File: config.mk
export PLATFORM = sky130hd
export DESIGN_NAME = accel_orientation_motion_detect_top
export DESIGN_NICKNAME = d
export VERILOG_FILES = /design/src/sv/aomd_pkg.sv /design/src/sv/accel_orientation_motion_detect_top.sv
export SDC_FILE = /design/constraint.sdc
export NUM_CORES = 1
export LEC_CHECK = 0
export BUFFER_PORTS_ARGS = -buffer_cell sky130_fd_sc_hd__buf_2
export CORE_MARGIN = 2
export CORE_UTILIZATION = 60
export CTS_CLUSTER_DIAMETER = 40
export DETAILED_ROUTE_END_ITERATION = 8
export PLACE_DENSITY = 0.87
export SETUP_SLACK_MARGIN = 0.5
export SLEW_MARGIN = 20
export SYNTH_ARGS = -nofsm -noshare
export SYNTH_HDL_FRONTEND = slang
export SYNTH_SLANG_ARGS = --single-unit
File: constraint.sdc
create_clock -name aclk -period 5.65 [get_ports aclk]
set_input_delay 0.8475 -clock aclk [delete_from_list [all_inputs] [get_ports aclk]]
set_output_delay 0.8475 -clock aclk [all_outputs]
set_load 0.005 [all_outputs]
File: src/sv/aomd_pkg.sv
// Shared types, field widths and codes for the orientation and motion detector.
package aomd_pkg;

    // Sample and result field widths
    localparam int AXIS_W   = 12;
    localparam int ORIENT_W = 2;
    localparam int MODE_W   = 2;
    localparam int S_DATA_W = 40;   // three axes, 36 bits, padded to whole bytes
    localparam int M_DATA_W = 8;    // four result bits, padded to one byte

    typedef logic signed [AXIS_W-1:0] axis_t;
    typedef logic [ORIENT_W-1:0]      orient_t;
    typedef logic [MODE_W-1:0]        mode_t;
    typedef logic [AXIS_W-1:0]        mag_t;

    // Orientation codes
    localparam orient_t ORIENT_Y_POS = 2'd0;
    localparam orient_t ORIENT_X_POS = 2'd1;
    localparam orient_t ORIENT_Y_NEG = 2'd2;
    localparam orient_t ORIENT_X_NEG = 2'd3;

    // Sensitivity modes
    localparam mode_t MODE_OFF  = 2'd0;
    localparam mode_t MODE_LOW  = 2'd1;
    localparam mode_t MODE_MED  = 2'd2;
    localparam mode_t MODE_HIGH = 2'd3;

    // Motion thresholds; off mode exceeds any 12-bit delta, so it is gated instead
    localparam mag_t THR_LOW  = 12'd1400;
    localparam mag_t THR_MED  = 12'd800;
    localparam mag_t THR_HIGH = 12'd200;

    // Orientation decision limits
    localparam axis_t AXIS_MAJOR     = 12'sd200;
    localparam axis_t AXIS_MAJOR_NEG = -12'sd200;
    localparam axis_t AXIS_MINOR     = 12'sd120;
    localparam axis_t AXIS_MINOR_NEG = -12'sd120;

    // Result byte bit positions
    localparam int RES_ORIENT_LSB = 0;
    localparam int RES_CHANGED    = 2;
    localparam int RES_MOVED      = 3;

endpackage

File: src/sv/accel_orientation_motion_detect_top.sv
// Orientation and motion detector: one result per three-axis accelerometer sample.
//
// Each request on the s_ channel carries one signed 12-bit sample per axis and
// produces exactly one result on the m_ channel: the portrait/landscape code,
// a flag when that code changed, and a flag when any axis moved by more than
// the threshold of the selected sensitivity mode (never in off mode). A sample is
// taken every clock cycle unless the full input register cannot drain into the
// result register; samples pass the input register, then the result register.
// The user must write the sensitivity mode through the cfg_ port only while the
// block is idle; the block itself does not enforce this.
module accel_orientation_motion_detect_top (
    input  logic                          aclk,
    input  logic                          aresetn,
    // Sensitivity mode write
    input  logic                          cfg_valid,
    output logic                          cfg_ready,
    input  logic [aomd_pkg::MODE_W-1:0]   cfg_data,
    // Sample input
    input  logic                          s_tvalid,
    output logic                          s_tready,
    input  logic [aomd_pkg::S_DATA_W-1:0] s_tdata,  // accel_x[11:0], accel_y[23:12],
                                                    // accel_z[35:24], zeros[39:36]
    // Result output
    output logic                          m_tvalid,
    input  logic                          m_tready,
    output logic [aomd_pkg::M_DATA_W-1:0] m_tdata   // orientation[1:0],
                                                    // orientation_changed[2],
                                                    // moved[3], zeros[7:4]
);

    aomd_pkg::mode_t   mode_reg;
    logic              in_valid_reg;
    aomd_pkg::axis_t   x_reg, y_reg, z_reg;
    aomd_pkg::axis_t   last_x_reg, last_y_reg, last_z_reg;
    aomd_pkg::orient_t last_orient_reg;
    logic              out_valid_reg;
    aomd_pkg::orient_t out_orient_reg;
    logic              out_changed_reg;
    logic              out_moved_reg;

    logic              load_out;
    aomd_pkg::orient_t orient_next;
    logic              changed_next;
    logic              moved_next;
    logic signed [aomd_pkg::AXIS_W:0] dx, dy, dz;
    aomd_pkg::mag_t    mx, my, mz;
    aomd_pkg::mag_t    thr;
    logic              x_small, y_small, z_small;

    // Handshake: result register loads when empty or being drained
    assign load_out  = in_valid_reg && (!out_valid_reg || m_tready);
    assign s_tready  = !in_valid_reg || load_out;
    assign cfg_ready = 1'b1;

    // Configuration register
    always_ff @(posedge aclk) begin
        if (!aresetn) begin
            mode_reg <= aomd_pkg::MODE_OFF;
        end else if (cfg_valid && cfg_ready) begin
            mode_reg <= cfg_data;
        end
    end

    // Input register
    always_ff @(posedge aclk) begin
        if (!aresetn) begin
            in_valid_reg <= 1'b0;
        end else if (s_tready) begin
            in_valid_reg <= s_tvalid;
        end
    end

    always_ff @(posedge aclk) begin
        if (s_tvalid && s_tready) begin
            x_reg <= s_tdata[11:0];
            y_reg <= s_tdata[23:12];
            z_reg <= s_tdata[35:24];
        end
    end

    // Orientation decision: x or y strong, the other two axes small; else it holds
    always_comb begin
        x_small = (x_reg < aomd_pkg::AXIS_MINOR) && (x_reg > aomd_pkg::AXIS_MINOR_NEG);
        y_small = (y_reg < aomd_pkg::AXIS_MINOR) && (y_reg > aomd_pkg::AXIS_MINOR_NEG);
        z_small = (z_reg < aomd_pkg::AXIS_MINOR) && (z_reg > aomd_pkg::AXIS_MINOR_NEG);
        orient_next = last_orient_reg;
        if (y_reg > aomd_pkg::AXIS_MAJOR && x_small && z_small) begin
            orient_next = aomd_pkg::ORIENT_Y_POS;
        end else if (x_reg > aomd_pkg::AXIS_MAJOR && y_small && z_small) begin
            orient_next = aomd_pkg::ORIENT_X_POS;
        end else if (y_reg < aomd_pkg::AXIS_MAJOR_NEG && x_small && z_small) begin
            orient_next = aomd_pkg::ORIENT_Y_NEG;
        end else if (x_reg < aomd_pkg::AXIS_MAJOR_NEG && y_small && z_small) begin
            orient_next = aomd_pkg::ORIENT_X_NEG;
        end
        changed_next = (orient_next != last_orient_reg);
    end

    // Per-axis delta magnitude; fits 12 bits unsigned (at most 4095)
    always_comb begin
        dx = {x_reg[aomd_pkg::AXIS_W-1], x_reg} - {last_x_reg[aomd_pkg::AXIS_W-1], last_x_reg};
        dy = {y_reg[aomd_pkg::AXIS_W-1], y_reg} - {last_y_reg[aomd_pkg::AXIS_W-1], last_y_reg};
        dz = {z_reg[aomd_pkg::AXIS_W-1], z_reg} - {last_z_reg[aomd_pkg::AXIS_W-1], last_z_reg};
        mx = dx[aomd_pkg::AXIS_W] ? aomd_pkg::mag_t'(-dx) : aomd_pkg::mag_t'(dx);
        my = dy[aomd_pkg::AXIS_W] ? aomd_pkg::mag_t'(-dy) : aomd_pkg::mag_t'(dy);
        mz = dz[aomd_pkg::AXIS_W] ? aomd_pkg::mag_t'(-dz) : aomd_pkg::mag_t'(dz);
    end

    // Threshold select and motion compare
    always_comb begin
        unique case (mode_reg)
            aomd_pkg::MODE_LOW:  thr = aomd_pkg::THR_LOW;
            aomd_pkg::MODE_MED:  thr = aomd_pkg::THR_MED;
            aomd_pkg::MODE_HIGH: thr = aomd_pkg::THR_HIGH;
            default:             thr = aomd_pkg::THR_LOW;
        endcase
        moved_next = (mode_reg != aomd_pkg::MODE_OFF) &&
                     ((mx > thr) || (my > thr) || (mz > thr));
    end

    // History: updated as each sample moves into the result register
    always_ff @(posedge aclk) begin
        if (!aresetn) begin
            last_x_reg      <= '0;
            last_y_reg      <= '0;
            last_z_reg      <= '0;
            last_orient_reg <= aomd_pkg::ORIENT_Y_POS;
        end else if (load_out) begin
            last_x_reg      <= x_reg;
            last_y_reg      <= y_reg;
            last_z_reg      <= z_reg;
            last_orient_reg <= orient_next;
        end
    end

    // Result register
    always_ff @(posedge aclk) begin
        if (!aresetn) begin
            out_valid_reg <= 1'b0;
        end else if (load_out) begin
            out_valid_reg <= 1'b1;
        end else if (m_tready) begin
            out_valid_reg <= 1'b0;
        end
    end

    always_ff @(posedge aclk) begin
        if (load_out) begin
            out_orient_reg  <= orient_next;
            out_changed_reg <= changed_next;
            out_moved_reg   <= moved_next;
        end
    end

    assign m_tvalid = out_valid_reg;
    assign m_tdata  = {4'b0000, out_moved_reg, out_changed_reg, out_orient_reg};

endmodule

* Yosys cells after proc, flatten, opt, wreduce, memory -nomap -nowiden *
Cells that the tools add are included.

word-level totals
  bits in registers = 82
  bits of input ports = 47
  output and inout port bits = 11
  word-level logic and storage cells = 67

cells by class
  $add $sub $neg = 6
  $lt $le $gt $ge = 13
  equality and inequality tests = 3
  muxes and demuxes = 10
  reductions and logical operators = 22

operators by type and width
  operator               number
  $sub A12 B12 Y13       3
  $gt A12 B12 Y1         3
  $gt A12 B8 Y1 const B  3
  $lt A12 B8 Y1 const B  3
  $mux W12               3
  $neg A12 Y12           3
  $gt A12 B9 Y1 const B  2
  $lt A12 B9 Y1 const B  2
  $pmux W11 S2           1
  $logic_and A1 B1 Y1    14
  $mux W2                4
  $eq A2 B2 Y1 const B   2
  $logic_or A1 B1 Y1     4
  $reduce_bool A2 Y1     2
  $logic_not A1 Y1       2
  $mux W1                2
  $ne A2 B2 Y1           1

* Depth between registers and ports, before layout *
Gate-level depths: netlist (run 1).

  word-level depth = 9
  gate-level depth with buffers = 21
  mapped depth without buffers = 21

* Worst setup path before layout (run 1) *
OpenSTA, ideal clock, no wires.

  path kind = register to register
  start point = reg y_reg[0]
  end point = reg out_moved_reg (data pin)
  library setup time = 0.271 ns
  data arrival time = 3.879 ns
  data required time = 5.379 ns
  slack = 1.500 ns
  stages on the path, launching flop included = 22
  path buffers = 0
  clock period less this slack = 4.150 ns
  path through = edfxtp_1 inv_1 ha_1 fa_1 nand2b_1 a21oi_1 nor4_1 o2111ai_1 a21boi_0 mux2_2 o21ai_0 xnor2_1 ha_1 nor2b_1 o21a_1 o21ai_0 a21oi_1 o21ai_0 nand2b_1 a21oi_1 o211a_1 a41oi_2

on the way
  cells in the longest elaborated chain, start to end = 7

ends and longest elaborated chain
  element                             line                                        RTL
  start, declared                     accel_orientation_motion_detect_top.sv:33   aomd_pkg::axis_t x_reg, y_reg, z_reg;
  start signal, assigned              accel_orientation_motion_detect_top.sv:76   y_reg <= s_tdata[23:12];
  $sub A12 B12 Y13 *                  accel_orientation_motion_detect_top.sv:102  dy = {y_reg[aomd_pkg::AXIS_W-1], y_reg} - {last_y_reg[aomd_pkg::AXIS_W-1], last_y_reg};
  $neg A12 Y12                        accel_orientation_motion_detect_top.sv:105  my = dy[aomd_pkg::AXIS_W] ? aomd_pkg::mag_t'(-dy) : aomd_pkg::mag_t'(dy);
  $mux W12 *                          accel_orientation_motion_detect_top.sv:105
  $gt A12 B12 Y1 *                    accel_orientation_motion_detect_top.sv:118  ((mx > thr) || (my > thr) || (mz > thr));
  $logic_or A1 B1 Y1 * (2 in series)  accel_orientation_motion_detect_top.sv:118
  $logic_and A1 B1 Y1 *               accel_orientation_motion_detect_top.sv:117  moved_next = (mode_reg != aomd_pkg::MODE_OFF) &&
  named net moved_next                accel_orientation_motion_detect_top.sv:44   logic moved_next;
  end signal, assigned                accel_orientation_motion_detect_top.sv:151  out_moved_reg <= moved_next;
  end, declared                       accel_orientation_motion_detect_top.sv:39   logic out_moved_reg;

Mark *: on every way through the listed nets, which the timed path passes. The rest lies on a longest branch.
A chain may end at the register's enable or synchronous reset.

* Worst setup path in the final report (run 1) *
Ends and elaborated chain as after synthesis.

==> results of run 1 <==
[routing by layer]
layer	track usage (%)	share of wire, %	vias to the layer above
met3	6.90	6.3	36
met2	42.0	48	194
li1	-	-	2750
met1	30.4	43	2560
met4	12.5	2.9	0
met5	0	0	-
[area by class of cell]
| cell class | count | area [µm²] | share of cell area (%) |
|---|---|---|---|
| multi-input combinational | 591 | 4040 | 58.6 |
| sequential | 82 | 2040 | 29.6 |
| timing repair buffer | 51 | 263 | 3.81 |
| inverter | 57 | 214 | 3.10 |
| tap | 136 | 170 | 2.46 |
| clock buffer | 10 | 128 | 1.85 |
| clock inverter | 6 | 43.8 | 0.634 |
[where the power goes]
group          total [µW]  switching [µW]  internal [µW]  leakage, µW
clock network         388             228            160    0.0000862
logic                 618             353            265      0.00187
registers             685            28.1            657     0.000731
[layout by cell type, fill, tap and decap left out, types with 9 or more instances in the layout]
master | Yosys | final
sky130_fd_sc_hd__a21boi_0 | 39 | 39
sky130_fd_sc_hd__a21oi_1 | 35 | 35
sky130_fd_sc_hd__buf_2 | 1 | 48
sky130_fd_sc_hd__clkbuf_8 | 2 | 9
sky130_fd_sc_hd__dfxtp_1 | 42 | 42
sky130_fd_sc_hd__edfxtp_1 | 40 | 40
sky130_fd_sc_hd__ha_1 | 63 | 63
sky130_fd_sc_hd__inv_1 | 57 | 57
sky130_fd_sc_hd__nand2_1 | 120 | 120
sky130_fd_sc_hd__nand2b_1 | 9 | 9
sky130_fd_sc_hd__nand3_1 | 15 | 15
sky130_fd_sc_hd__nand4_1 | 10 | 10
sky130_fd_sc_hd__nor2_1 | 48 | 48
sky130_fd_sc_hd__nor2b_1 | 12 | 12
sky130_fd_sc_hd__nor3_1 | 14 | 14
sky130_fd_sc_hd__o21a_1 | 16 | 16
sky130_fd_sc_hd__o21ai_0 | 35 | 35
sky130_fd_sc_hd__xnor2_1 | 26 | 26
sky130_fd_sc_hd__xor2_1 | 23 | 23
[through the flow]
step                hold WS, ns  util, %  worst slack (ns)
finish                    0.466     66.6             0.901
global route              0.490     66.6             0.607
CTS                       0.470     66.5             0.783
detailed placement        0.458     64.9             0.776
global placement          0.452     64.9              1.10
floorplan                 0.443        -              1.50
[worst min-delay path, delay by kind of cell, from the launching register on]
kind | cells | cell delay [ns]
flip-flops | 1 | 0.31
AO/OA/AOI/OAI | 1 | 0.06
AND/OR/NAND/NOR | 1 | 0.04
[worst max path at each step]
stage / start / endpoint / slack (ns) / cells after the start
after floorplan: y_reg[0]$_DFFE_PP_ / out_moved_reg$_DFFE_PP_ / 1.50 / 21
after global routing: y_reg[0]$_DFFE_PP_ / out_moved_reg$_DFFE_PP_ / 0.61 / 21
after global placement: y_reg[0]$_DFFE_PP_ / out_moved_reg$_DFFE_PP_ / 1.10 / 21
after CTS: y_reg[0]$_DFFE_PP_ / out_moved_reg$_DFFE_PP_ / 0.78 / 21
after detailed placement: y_reg[0]$_DFFE_PP_ / out_moved_reg$_DFFE_PP_ / 0.78 / 21
final: y_reg[0]$_DFFE_PP_ / out_moved_reg$_DFFE_PP_ / 0.90 / 21
[logic make-up after synthesis]
logic type               count (synthesis)  synth area share (%)
AO/OA/AOI/OAI                          188                  20.9
XOR/XNOR                                49                  6.67
adder cells (fa/ha/maj)                 66                  13.2
buffers and inverters                   82                  5.64
flip-flops                              82                  31.8
multiplexers                             6                 0.973
other                                    2                 0.117
AND/OR/NAND/NOR                        277                  20.7
==> results.toml, run 1 <==
[sta]
worst_clock_skew_ns = 0.0131
setup_viol = 0
timing.final.crit_share_pct = 84.1
pin_slew_with_the_least_headroom_to_its_limit_ns = 0.754
totalNegativeSetupSlack_ns = 0
max_freq_ghz = 0.211
timing.final.hold_violations = 0
finalMaxSlewViolations = 0
slew_headroom_pct = 48.5
rsz0062_at_grt = "false"
final.min_clock_period_ns = 4.75

[clock_network]
numClockSinks = 82
cts_setup_buffers = 0
tritoncts_clock_tree = "built"
quantity_of_hold_fixing_buffers_added_after_cts = 0
clockRootBuffer = "sky130_fd_sc_hd__clkbuf_8"
post_cts.resized_instances = 0
cts.htree.levels = 3
number_of_clock_buffers_inserted_by_tritoncts = 9
clk_pin_slew_ns = 0.09
ctsLongestPathBuffers = 2
insertion_delay_ns = 0.38

[global_route]
grt_util_all_layers_pct = 25.4
grt_start_max_net_pins = 43
antenna_found_initial = 0
grt_pass1_vias = 5324
grt-ovfl-total = 0
grt_first_pass_wirelength_mm = 23.4

[place]
finalWeightedCongestion = 0.948
place_hpwl_mm = 10.7
port-buffer-count = 48
placed_cell_area_um2 = 6730
placed_cells_incl_taps = 917

[setup_path]
critPathLaunchType = "register"
rr_endpoint = "out_moved_reg$_DFFE_PP_"
critPathArrivalTime_ns = 4.86
worst_r2r_path_depth = 21
slowest_stage = "sky130_fd_sc_hd__fa_1"
crit_family = "compound AO/OA/AOI/OAI gates"
worst_r2r_setup_slack_ns = 0.90
cp_endpoint_kind = "register"
critical_path.cell_chain = "inv_1, ha_1, fa_1, nand2b_1, a21oi_1, nor4_1, o2111ai_2, a21boi_0, mux2_2, o21ai_0, xnor2_1, ha_1, nor2b_1, o21a_1, o21ai_0, a21oi_1, o21ai_0, nand2b_1, a21oi_1, o211a_1, a41oi_2"
crit_buf_inv = 1
max_stage_delay_ns = 0.42
path_type_of_the_worst_setup_path = "register to register"
critPathMaxFanout = 8
required_ns = 5.77
timing.rr.start = "y_reg[0]$_DFFE_PP_"

[synth]
post-synth-top-count-cell = "sky130_fd_sc_hd__nand2_1"
asyncSetResetFlopFracSynth_pct = 0
ys_seq_area_share_pct = 31.8
synth_cells = 752
synth.top_cells.by_area = "sky130_fd_sc_hd__edfxtp_1 19%, sky130_fd_sc_hd__dfxtp_1 13%, sky130_fd_sc_hd__ha_1 12%, sky130_fd_sc_hd__nand2_1 7.0%, sky130_fd_sc_hd__a21boi_0 4.6%"
synth_top_area_share_pct = 18.7
ys_dominant_reg_cell = "sky130_fd_sc_hd__dfxtp_1"
synth_largest_area_cell = "sky130_fd_sc_hd__edfxtp_1"
synth-edff-count = 40
postSynthRegisterBits = 82
mappedNetlistArea_um2 = 6430
syn_avg_cell_area_um2 = 8.55
synth.distinct_cells = 80
ys_top_cells_by_count = "120 x sky130_fd_sc_hd__nand2_1, 63 x sky130_fd_sc_hd__ha_1, 57 x sky130_fd_sc_hd__inv_1"
synthesis.yosys.warnings = 0

[floorplanning]
fp.coreArea_um2 = 10400
die_area_um2 = 11600
die_h_um = 108
dieWidth_um = 108
floorplan.rows = 37
io_pins = 58
initial_utilization_pct = 62.0

[route]
drt-total-wl_mm = 14.3
dr_total_vias = 5540
initialDrtViolationCount = 376
post_drt_via_cell_ratio = 5.94
route.detailed.drc = 0
wl_per_cell_um = 15.3
drt-pass1-iter-count = 6
detail-route-antenna-nets = 0

[finish]
finish.cell_count_without_fillers = 933
final_net_count = 905
final_layout_size_suffix_gt1_share_pct = 11.7
area_delta_synth_final_pct = 7.35
fin_area_um2 = 6900
antenna_cells_inserted = 0
fill_cells = 857

[power]
p_leak_uw = 0.00269
power_density_nw_per_um2 = 245
peakVddDrop_mv = 0.190
total_power_uw = 1690

[hold_path]
hold_path.class = "register to register"
whs_path_depth = 2
holdCritStartpoint = "last_x_reg[10]$_SDFFE_PN0P_"
min_delay_worst_endpoint = "last_x_reg[10]$_SDFFE_PN0P_"

[status]
result_of_the_run = "completed"

[flow_run]
cap_violations = 0
Note: power is estimated with default switching activity, not from simulation.
==> run 2: changes to the inputs <==
--- a/config.mk
+++ b/config.mk
@@ -7,10 +7,10 @@
 export LEC_CHECK = 0
 export BUFFER_PORTS_ARGS = -buffer_cell sky130_fd_sc_hd__buf_2
 export CORE_MARGIN = 2
-export CORE_UTILIZATION = 60
+export CORE_UTILIZATION = 55
 export CTS_CLUSTER_DIAMETER = 40
 export DETAILED_ROUTE_END_ITERATION = 8
-export PLACE_DENSITY = 0.87
+export PLACE_DENSITY = 0.85
 export SETUP_SLACK_MARGIN = 0.5
 export SLEW_MARGIN = 20
 export SYNTH_ARGS = -nofsm -noshare
==> constraint.sdc (replaced) <==
create_clock -name aclk -period 4.2 [get_ports aclk]
set_input_delay 0.63 -clock aclk [delete_from_list [all_inputs] [get_ports aclk]]
set_output_delay 0.63 -clock aclk [all_outputs]
set_load 0.005 [all_outputs]
==> run 2 against run 1 <==
Worst setup slack got worse by 0.73 ns. Non-clock buffer count up 25. First-iteration DRC count is 10% lower. Power rose by 54%. Via count rose by 1.4%. Design area is 6.8% higher. Sequential share of layout area down 1.9 points.
==> results.toml, run 2 (synthesis gave the netlist of run 1 again) <==
[flow_run]
cap_violations = 0

[sta]
slew_headroom_pct = 42.1
rsz0062_at_grt = "true"
final.min_clock_period_ns = 4.03
totalNegativeSetupSlack_ns = 0
finalMaxSlewViolations = 0
timing.final.hold_violations = 0
pin_slew_with_the_least_headroom_to_its_limit_ns = 0.869
max_freq_ghz = 0.248
timing.final.crit_share_pct = 95.9
worst_clock_skew_ns = 0.00577
setup_viol = 0

[status]
result_of_the_run = "completed"

[floorplanning]
initial_utilization_pct = 56.3
io_pins = 58
fp.coreArea_um2 = 11400
floorplan.rows = 39
die_area_um2 = 12600
die_h_um = 112
dieWidth_um = 112

[route]
detail-route-antenna-nets = 0
drt-pass1-iter-count = 5
dr_total_vias = 5618
route.detailed.drc = 0
initialDrtViolationCount = 338
drt-total-wl_mm = 14.6
post_drt_via_cell_ratio = 5.82
wl_per_cell_um = 15.1

[finish]
area_delta_synth_final_pct = 14.7
final_net_count = 930
antenna_cells_inserted = 0
final_layout_size_suffix_gt1_share_pct = 16.9
finalCoreUtilization_pct = 64.6
fin_area_um2 = 7380
layout.cells.most_common = "sky130_fd_sc_hd__nand2_1"
layout_common_cells = "120 x sky130_fd_sc_hd__nand2_1, 57 x sky130_fd_sc_hd__inv_1, 56 x sky130_fd_sc_hd__ha_1, 48 x sky130_fd_sc_hd__nor2_1, 48 x sky130_fd_sc_hd__buf_2"

[place]
placed_cell_area_um2 = 6960
port-buffer-count = 48
finalWeightedCongestion = 0.887
place_hpwl_mm = 10.8

[global_route]
grt-ovfl-total = 0
grt_util_all_layers_pct = 23.4
grt_start_max_net_pins = 43
grt_first_pass_wirelength_mm = 24.2
grt_pass1_vias = 5304
antenna_found_initial = 0

[setup_path]
timing.rr.start = "x_reg[3]$_DFFE_PP_"
timing.critical_path.to = "out_moved_reg$_DFFE_PP_"
rr_endpoint = "out_moved_reg$_DFFE_PP_"
critPathLaunchType = "register"
critPathMaxFanout = 7
worst_r2r_setup_slack_ns = 0.17
critPathLaunch = "x_reg[3]$_DFFE_PP_"
worst_r2r_path_depth = 17
cp_endpoint_kind = "register"
critPathArrivalTime_ns = 4.10
required_ns = 4.27
path_type_of_the_worst_setup_path = "register to register"

[hold_path]
hold_path.class = "primary input to register"

[clock_network]
cts.htree.levels = 3
clockRootBuffer = "sky130_fd_sc_hd__clkbuf_16"
clk_pin_slew_ns = 0.06
tritoncts_clock_tree = "built"
insertion_delay_ns = 0.35
ctsLongestPathBuffers = 2
number_of_clock_buffers_inserted_by_tritoncts = 9
numClockSinks = 82

[power]
p_leak_uw = 0.00288
total_power_uw = 2610
power_density_nw_per_um2 = 354
peakVddDrop_mv = 0.226
run 2: cell type report:
class | instances | area [µm²]
clock buffer | 12 | 246
clock inverter | 4 | 51.3
fill | 911 | 4040
inverter | 57 | 214
multi-input combinational | 591 | 4190
sequential | 82 | 2040
tap | 143 | 179
timing repair buffer | 76 | 450
run 2: worst max-delay path, stage by stage (launching register included):
cell                       delay (ns)
sky130_fd_sc_hd__edfxtp_1        0.49
sky130_fd_sc_hd__ha_1            0.46
sky130_fd_sc_hd__o21ai_0         0.12
sky130_fd_sc_hd__a21oi_1         0.29
sky130_fd_sc_hd__o21ai_0         0.18
sky130_fd_sc_hd__a21oi_1         0.33
sky130_fd_sc_hd__xor2_2          0.32
sky130_fd_sc_hd__nor3_2          0.09
sky130_fd_sc_hd__nor2_1          0.13
sky130_fd_sc_hd__xnor2_1         0.15
sky130_fd_sc_hd__ha_1            0.28
sky130_fd_sc_hd__o21ai_0         0.09
sky130_fd_sc_hd__a21oi_1         0.08
sky130_fd_sc_hd__nor3_2          0.17
sky130_fd_sc_hd__nor2_1          0.07
sky130_fd_sc_hd__o22ai_1         0.19
sky130_fd_sc_hd__o211a_1         0.19
sky130_fd_sc_hd__a41oi_2         0.13
run 2: power by group:
part / internal [µW] / switching, µW / leakage [µW]
Combinational: 397 / 493 / 0.00201
Clock: 478 / 319 / 0.000145
Sequential: 885 / 34.7 / 0.000731
Total: 1760 / 847 / 0.00288
run 2: layer usage:
metal  vias up  track usage, %  part of all wire (%)  wire, µm
li1       2815               -                     -         -
met1      2617            29.6                    44      6400
met2       154            40.1                    48      7050
met3        32            3.83                   5.4       794
met4         0            9.19                   2.4       348
met5         -               0                     0         0
run 2: per-stage QoR:
step | worst slack, ns | hold slack [ns] | std cells
global route | -0.0348 | 0.448 | 965
floorplan | 0.347 | 0.443 | 755
finish | 0.171 | 0.458 | 965
CTS | 0.128 | 0.454 | 961
detailed placement | -0.0153 | 0.460 | 941
global placement | 0.0425 | 0.451 | 941
run 2: worst min-delay path by stage:
stage / start / slack (ns) / endpoint / cells past startpoint
6_report: s_tdata[30] / 0.46 / z_reg[6]$_DFFE_PP_ / 1
3_3_place_gp: last_x_reg[5]$_SDFFE_PN0P_ / 0.45 / last_x_reg[5]$_SDFFE_PN0P_ / 2
4_1_cts: s_tdata[33] / 0.45 / z_reg[9]$_DFFE_PP_ / 1
2_1_floorplan: last_x_reg[2]$_SDFFE_PN0P_ / 0.44 / last_x_reg[2]$_SDFFE_PN0P_ / 2
5_1_grt: s_tdata[31] / 0.45 / z_reg[7]$_DFFE_PP_ / 1
3_5_place_dp: last_y_reg[3]$_SDFFE_PN0P_ / 0.46 / last_y_reg[3]$_SDFFE_PN0P_ / 2
run 2: what timing repair did:
action / CTS / global route
setup endpoints to repair: 1 / 1
pin swaps: 6 / 12
hold buffers: 0 / 0
gates resized for setup: 8 / 11
setup buffers: 4 / 4
endpoints found under the hold margin: 0 / 0
==> run 3: changes to the inputs <==
--- a/config.mk
+++ b/config.mk
@@ -6,9 +6,12 @@
 export NUM_CORES = 1
 export LEC_CHECK = 0
 export BUFFER_PORTS_ARGS = -buffer_cell sky130_fd_sc_hd__buf_2
+export CELL_PAD_IN_SITES_DETAIL_PLACEMENT = 1
+export CELL_PAD_IN_SITES_GLOBAL_PLACEMENT = 1
 export CORE_MARGIN = 2
-export CORE_UTILIZATION = 55
+export CORE_UTILIZATION = 42
 export CTS_CLUSTER_DIAMETER = 40
+export CTS_CLUSTER_SIZE = 30
 export DETAILED_ROUTE_END_ITERATION = 8
 export PLACE_DENSITY = 0.85
 export SETUP_SLACK_MARGIN = 0.5
==> run 3 against run 2 <==
Maximum frequency grew 0.15%. Largest power group is now combinational cells. Count of clock-buffer cells in the layout grew 2. Worst hold slack lost 0.0019 ns. Power grew 2.5%. Via count grew 2.8%. Routed wire length grew 22%. Combinational power grew 6.4%. Worst setup slack gained 0.0061 ns. Flip-flop and latch count is the same. Clock skew grew 0.0033 ns. Largest cell class unchanged.
==> results.toml, run 3 (synthesis gave the netlist of run 1 again) <==
[status]
result_of_the_run = "completed"

[route]
wl_per_cell_um = 17.3
detail-route-antenna-nets = 0
drt-pass1-iter-count = 4
drt-total-wl_mm = 17.8
post_drt_via_cell_ratio = 5.63
dr_total_vias = 5776
initialDrtViolationCount = 240
route.detailed.drc = 0

[sta]
whs_ns = 0.456
rsz0062_at_grt = "true"
final.min_clock_period_ns = 4.02
timing.final.hold_violations = 0
max_freq_ghz = 0.249
worst_clock_skew_ns = 0.00911
pin_slew_with_the_least_headroom_to_its_limit_ns = 0.767
timing.final.crit_share_pct = 95.8
setup_viol = 0
slew_headroom_pct = 48.9
finalMaxSlewViolations = 0

[finish]
finalCoreUtilization_pct = 50.2
final_net_count = 946
final_layout_size_suffix_gt1_share_pct = 19.3
fin_area_um2 = 7580
fill_cells = 1809
area_delta_synth_final_pct = 17.9
layout_common_cells = "120 x sky130_fd_sc_hd__nand2_1, 57 x sky130_fd_sc_hd__inv_1, 56 x sky130_fd_sc_hd__ha_1, 48 x sky130_fd_sc_hd__buf_2, 47 x sky130_fd_sc_hd__nor2_1"
multiInputGateArea_um2 = 4220
sequential_cell_area_um2 = 2040
finish.cell_count_without_fillers = 1026
antenna_cells_inserted = 0
layout.cells.most_common = "sky130_fd_sc_hd__nand2_1"

[global_route]
grt_util_all_layers_pct = 21.4
grt-ovfl-total = 0
grt_first_pass_wirelength_mm = 28.3
antenna_found_initial = 0
grt_start_max_net_pins = 43
grt_pass1_vias = 5919

[clock_network]
numClockSinks = 82
clockRootBuffer = "sky130_fd_sc_hd__clkbuf_16"
ctsLongestPathBuffers = 2
clk_pin_slew_ns = 0.07
cts.htree.levels = 3
tritoncts_clock_tree = "built"
number_of_clock_buffers_inserted_by_tritoncts = 9
quantity_of_hold_fixing_buffers_added_after_cts = 0
insertion_delay_ns = 0.35

[floorplanning]
fp.coreArea_um2 = 15100
die_area_um2 = 16300
initial_utilization_pct = 42.6
dieWidth_um = 128
die_h_um = 128
io_pins = 58
floorplan.rows = 45

[setup_path]
critPathMaxFanout = 5
required_ns = 4.28
critPathLaunchType = "register"
worst_r2r_setup_slack_ns = 0.18
cp_endpoint_kind = "register"
path_type_of_the_worst_setup_path = "register to register"
critPathArrivalTime_ns = 4.11

[power]
p_leak_uw = 0.00296
power_density_nw_per_um2 = 353
peakVddDrop_mv = 0.205

[place]
finalWeightedCongestion = 0.838
place_hpwl_mm = 12.7
port-buffer-count = 48
placed_cell_area_um2 = 7050
placed_cells_incl_taps = 991

[flow_run]
cap_violations = 0

[hold_path]
hold_path.class = "primary input to register"
-- run 3: cell types whose count changed in the layout (fill, tap and decap cells not counted), sizes merged --
cell / previous run / this run
clkinv: 2 / 1
inv: 58 / 57
clkbuf: 12 / 14
buf: 76 / 92
-- run 3: power by group --
group,total (µW),internal [µW],switching (µW)
Clock,805,479,325
Sequential,921,885,36.5
Combinational,948,419,528
Total,2670,1780,890
-- run 3: final timing paths --
kind / start / end / cells past startpoint
hold reg to reg: last_z_reg[6]$_SDFFE_PN0P_ / last_z_reg[6]$_SDFFE_PN0P_ / 2
hold / removal: s_tdata[17] / y_reg[5]$_DFFE_PP_ / 1
setup / recovery: z_reg[2]$_DFFE_PP_ / out_moved_reg$_DFFE_PP_ / 18
setup reg to reg: z_reg[2]$_DFFE_PP_ / out_moved_reg$_DFFE_PP_ / 18
-- run 3: timing repair --
item	in CTS	in global routing
endpoints found under the setup margin	1	1
setup buffers	7	12
pin swaps	8	12
gates resized for setup	8	21
hold endpoints to repair	0	0
-- run 3: critical path: stages (launching register included) --
cell	delay, ns
sky130_fd_sc_hd__edfxtp_1	0.42
sky130_fd_sc_hd__ha_2	0.21
sky130_fd_sc_hd__or2_2	0.31
sky130_fd_sc_hd__o211ai_1	0.30
sky130_fd_sc_hd__a21oi_2	0.11
sky130_fd_sc_hd__or4_4	0.44
sky130_fd_sc_hd__o221ai_4	0.11
sky130_fd_sc_hd__o21ai_2	0.09
sky130_fd_sc_hd__xnor2_1	0.14
sky130_fd_sc_hd__ha_1	0.29
sky130_fd_sc_hd__nor2b_1	0.13
sky130_fd_sc_hd__o21a_1	0.16
sky130_fd_sc_hd__o21a_1	0.16
sky130_fd_sc_hd__o21a_1	0.17
sky130_fd_sc_hd__o21ai_1	0.14
sky130_fd_sc_hd__a21oi_1	0.10
sky130_fd_sc_hd__o22ai_2	0.18
sky130_fd_sc_hd__o211a_1	0.18
sky130_fd_sc_hd__a41oi_2	0.12
-- run 3: final cells by class --
class | instances | share of cell area, %
Sequential cell | 82 | 26.9
Timing Repair Buffer | 92 | 7.57
Inverter | 57 | 2.82
Tap cell | 188 | 3.10
Multi-Input combinational cell | 591 | 55.7
Clock inverter | 2 | 0.512
Clock buffer | 14 | 3.35
-- run 3: stage by stage --
step                total power, µW  worst slack [ns]  TNS, ns
floorplan                      1590             0.347        0
global placement               1780            0.0629        0
detailed placement             1810           -0.0642  -0.0642
CTS                            2640            0.0951        0
global route                   2840           0.00507        0
finish                         2670             0.177        0
-- run 3: per-layer routing --
layer	global-route usage (%)	wire [µm]	vias to the layer above
li1	-	-	2831
met1	26.6	7950	2845
met2	38.3	9040	75
met3	3.30	496	25
met4	6.01	303	0
met5	0	0	-
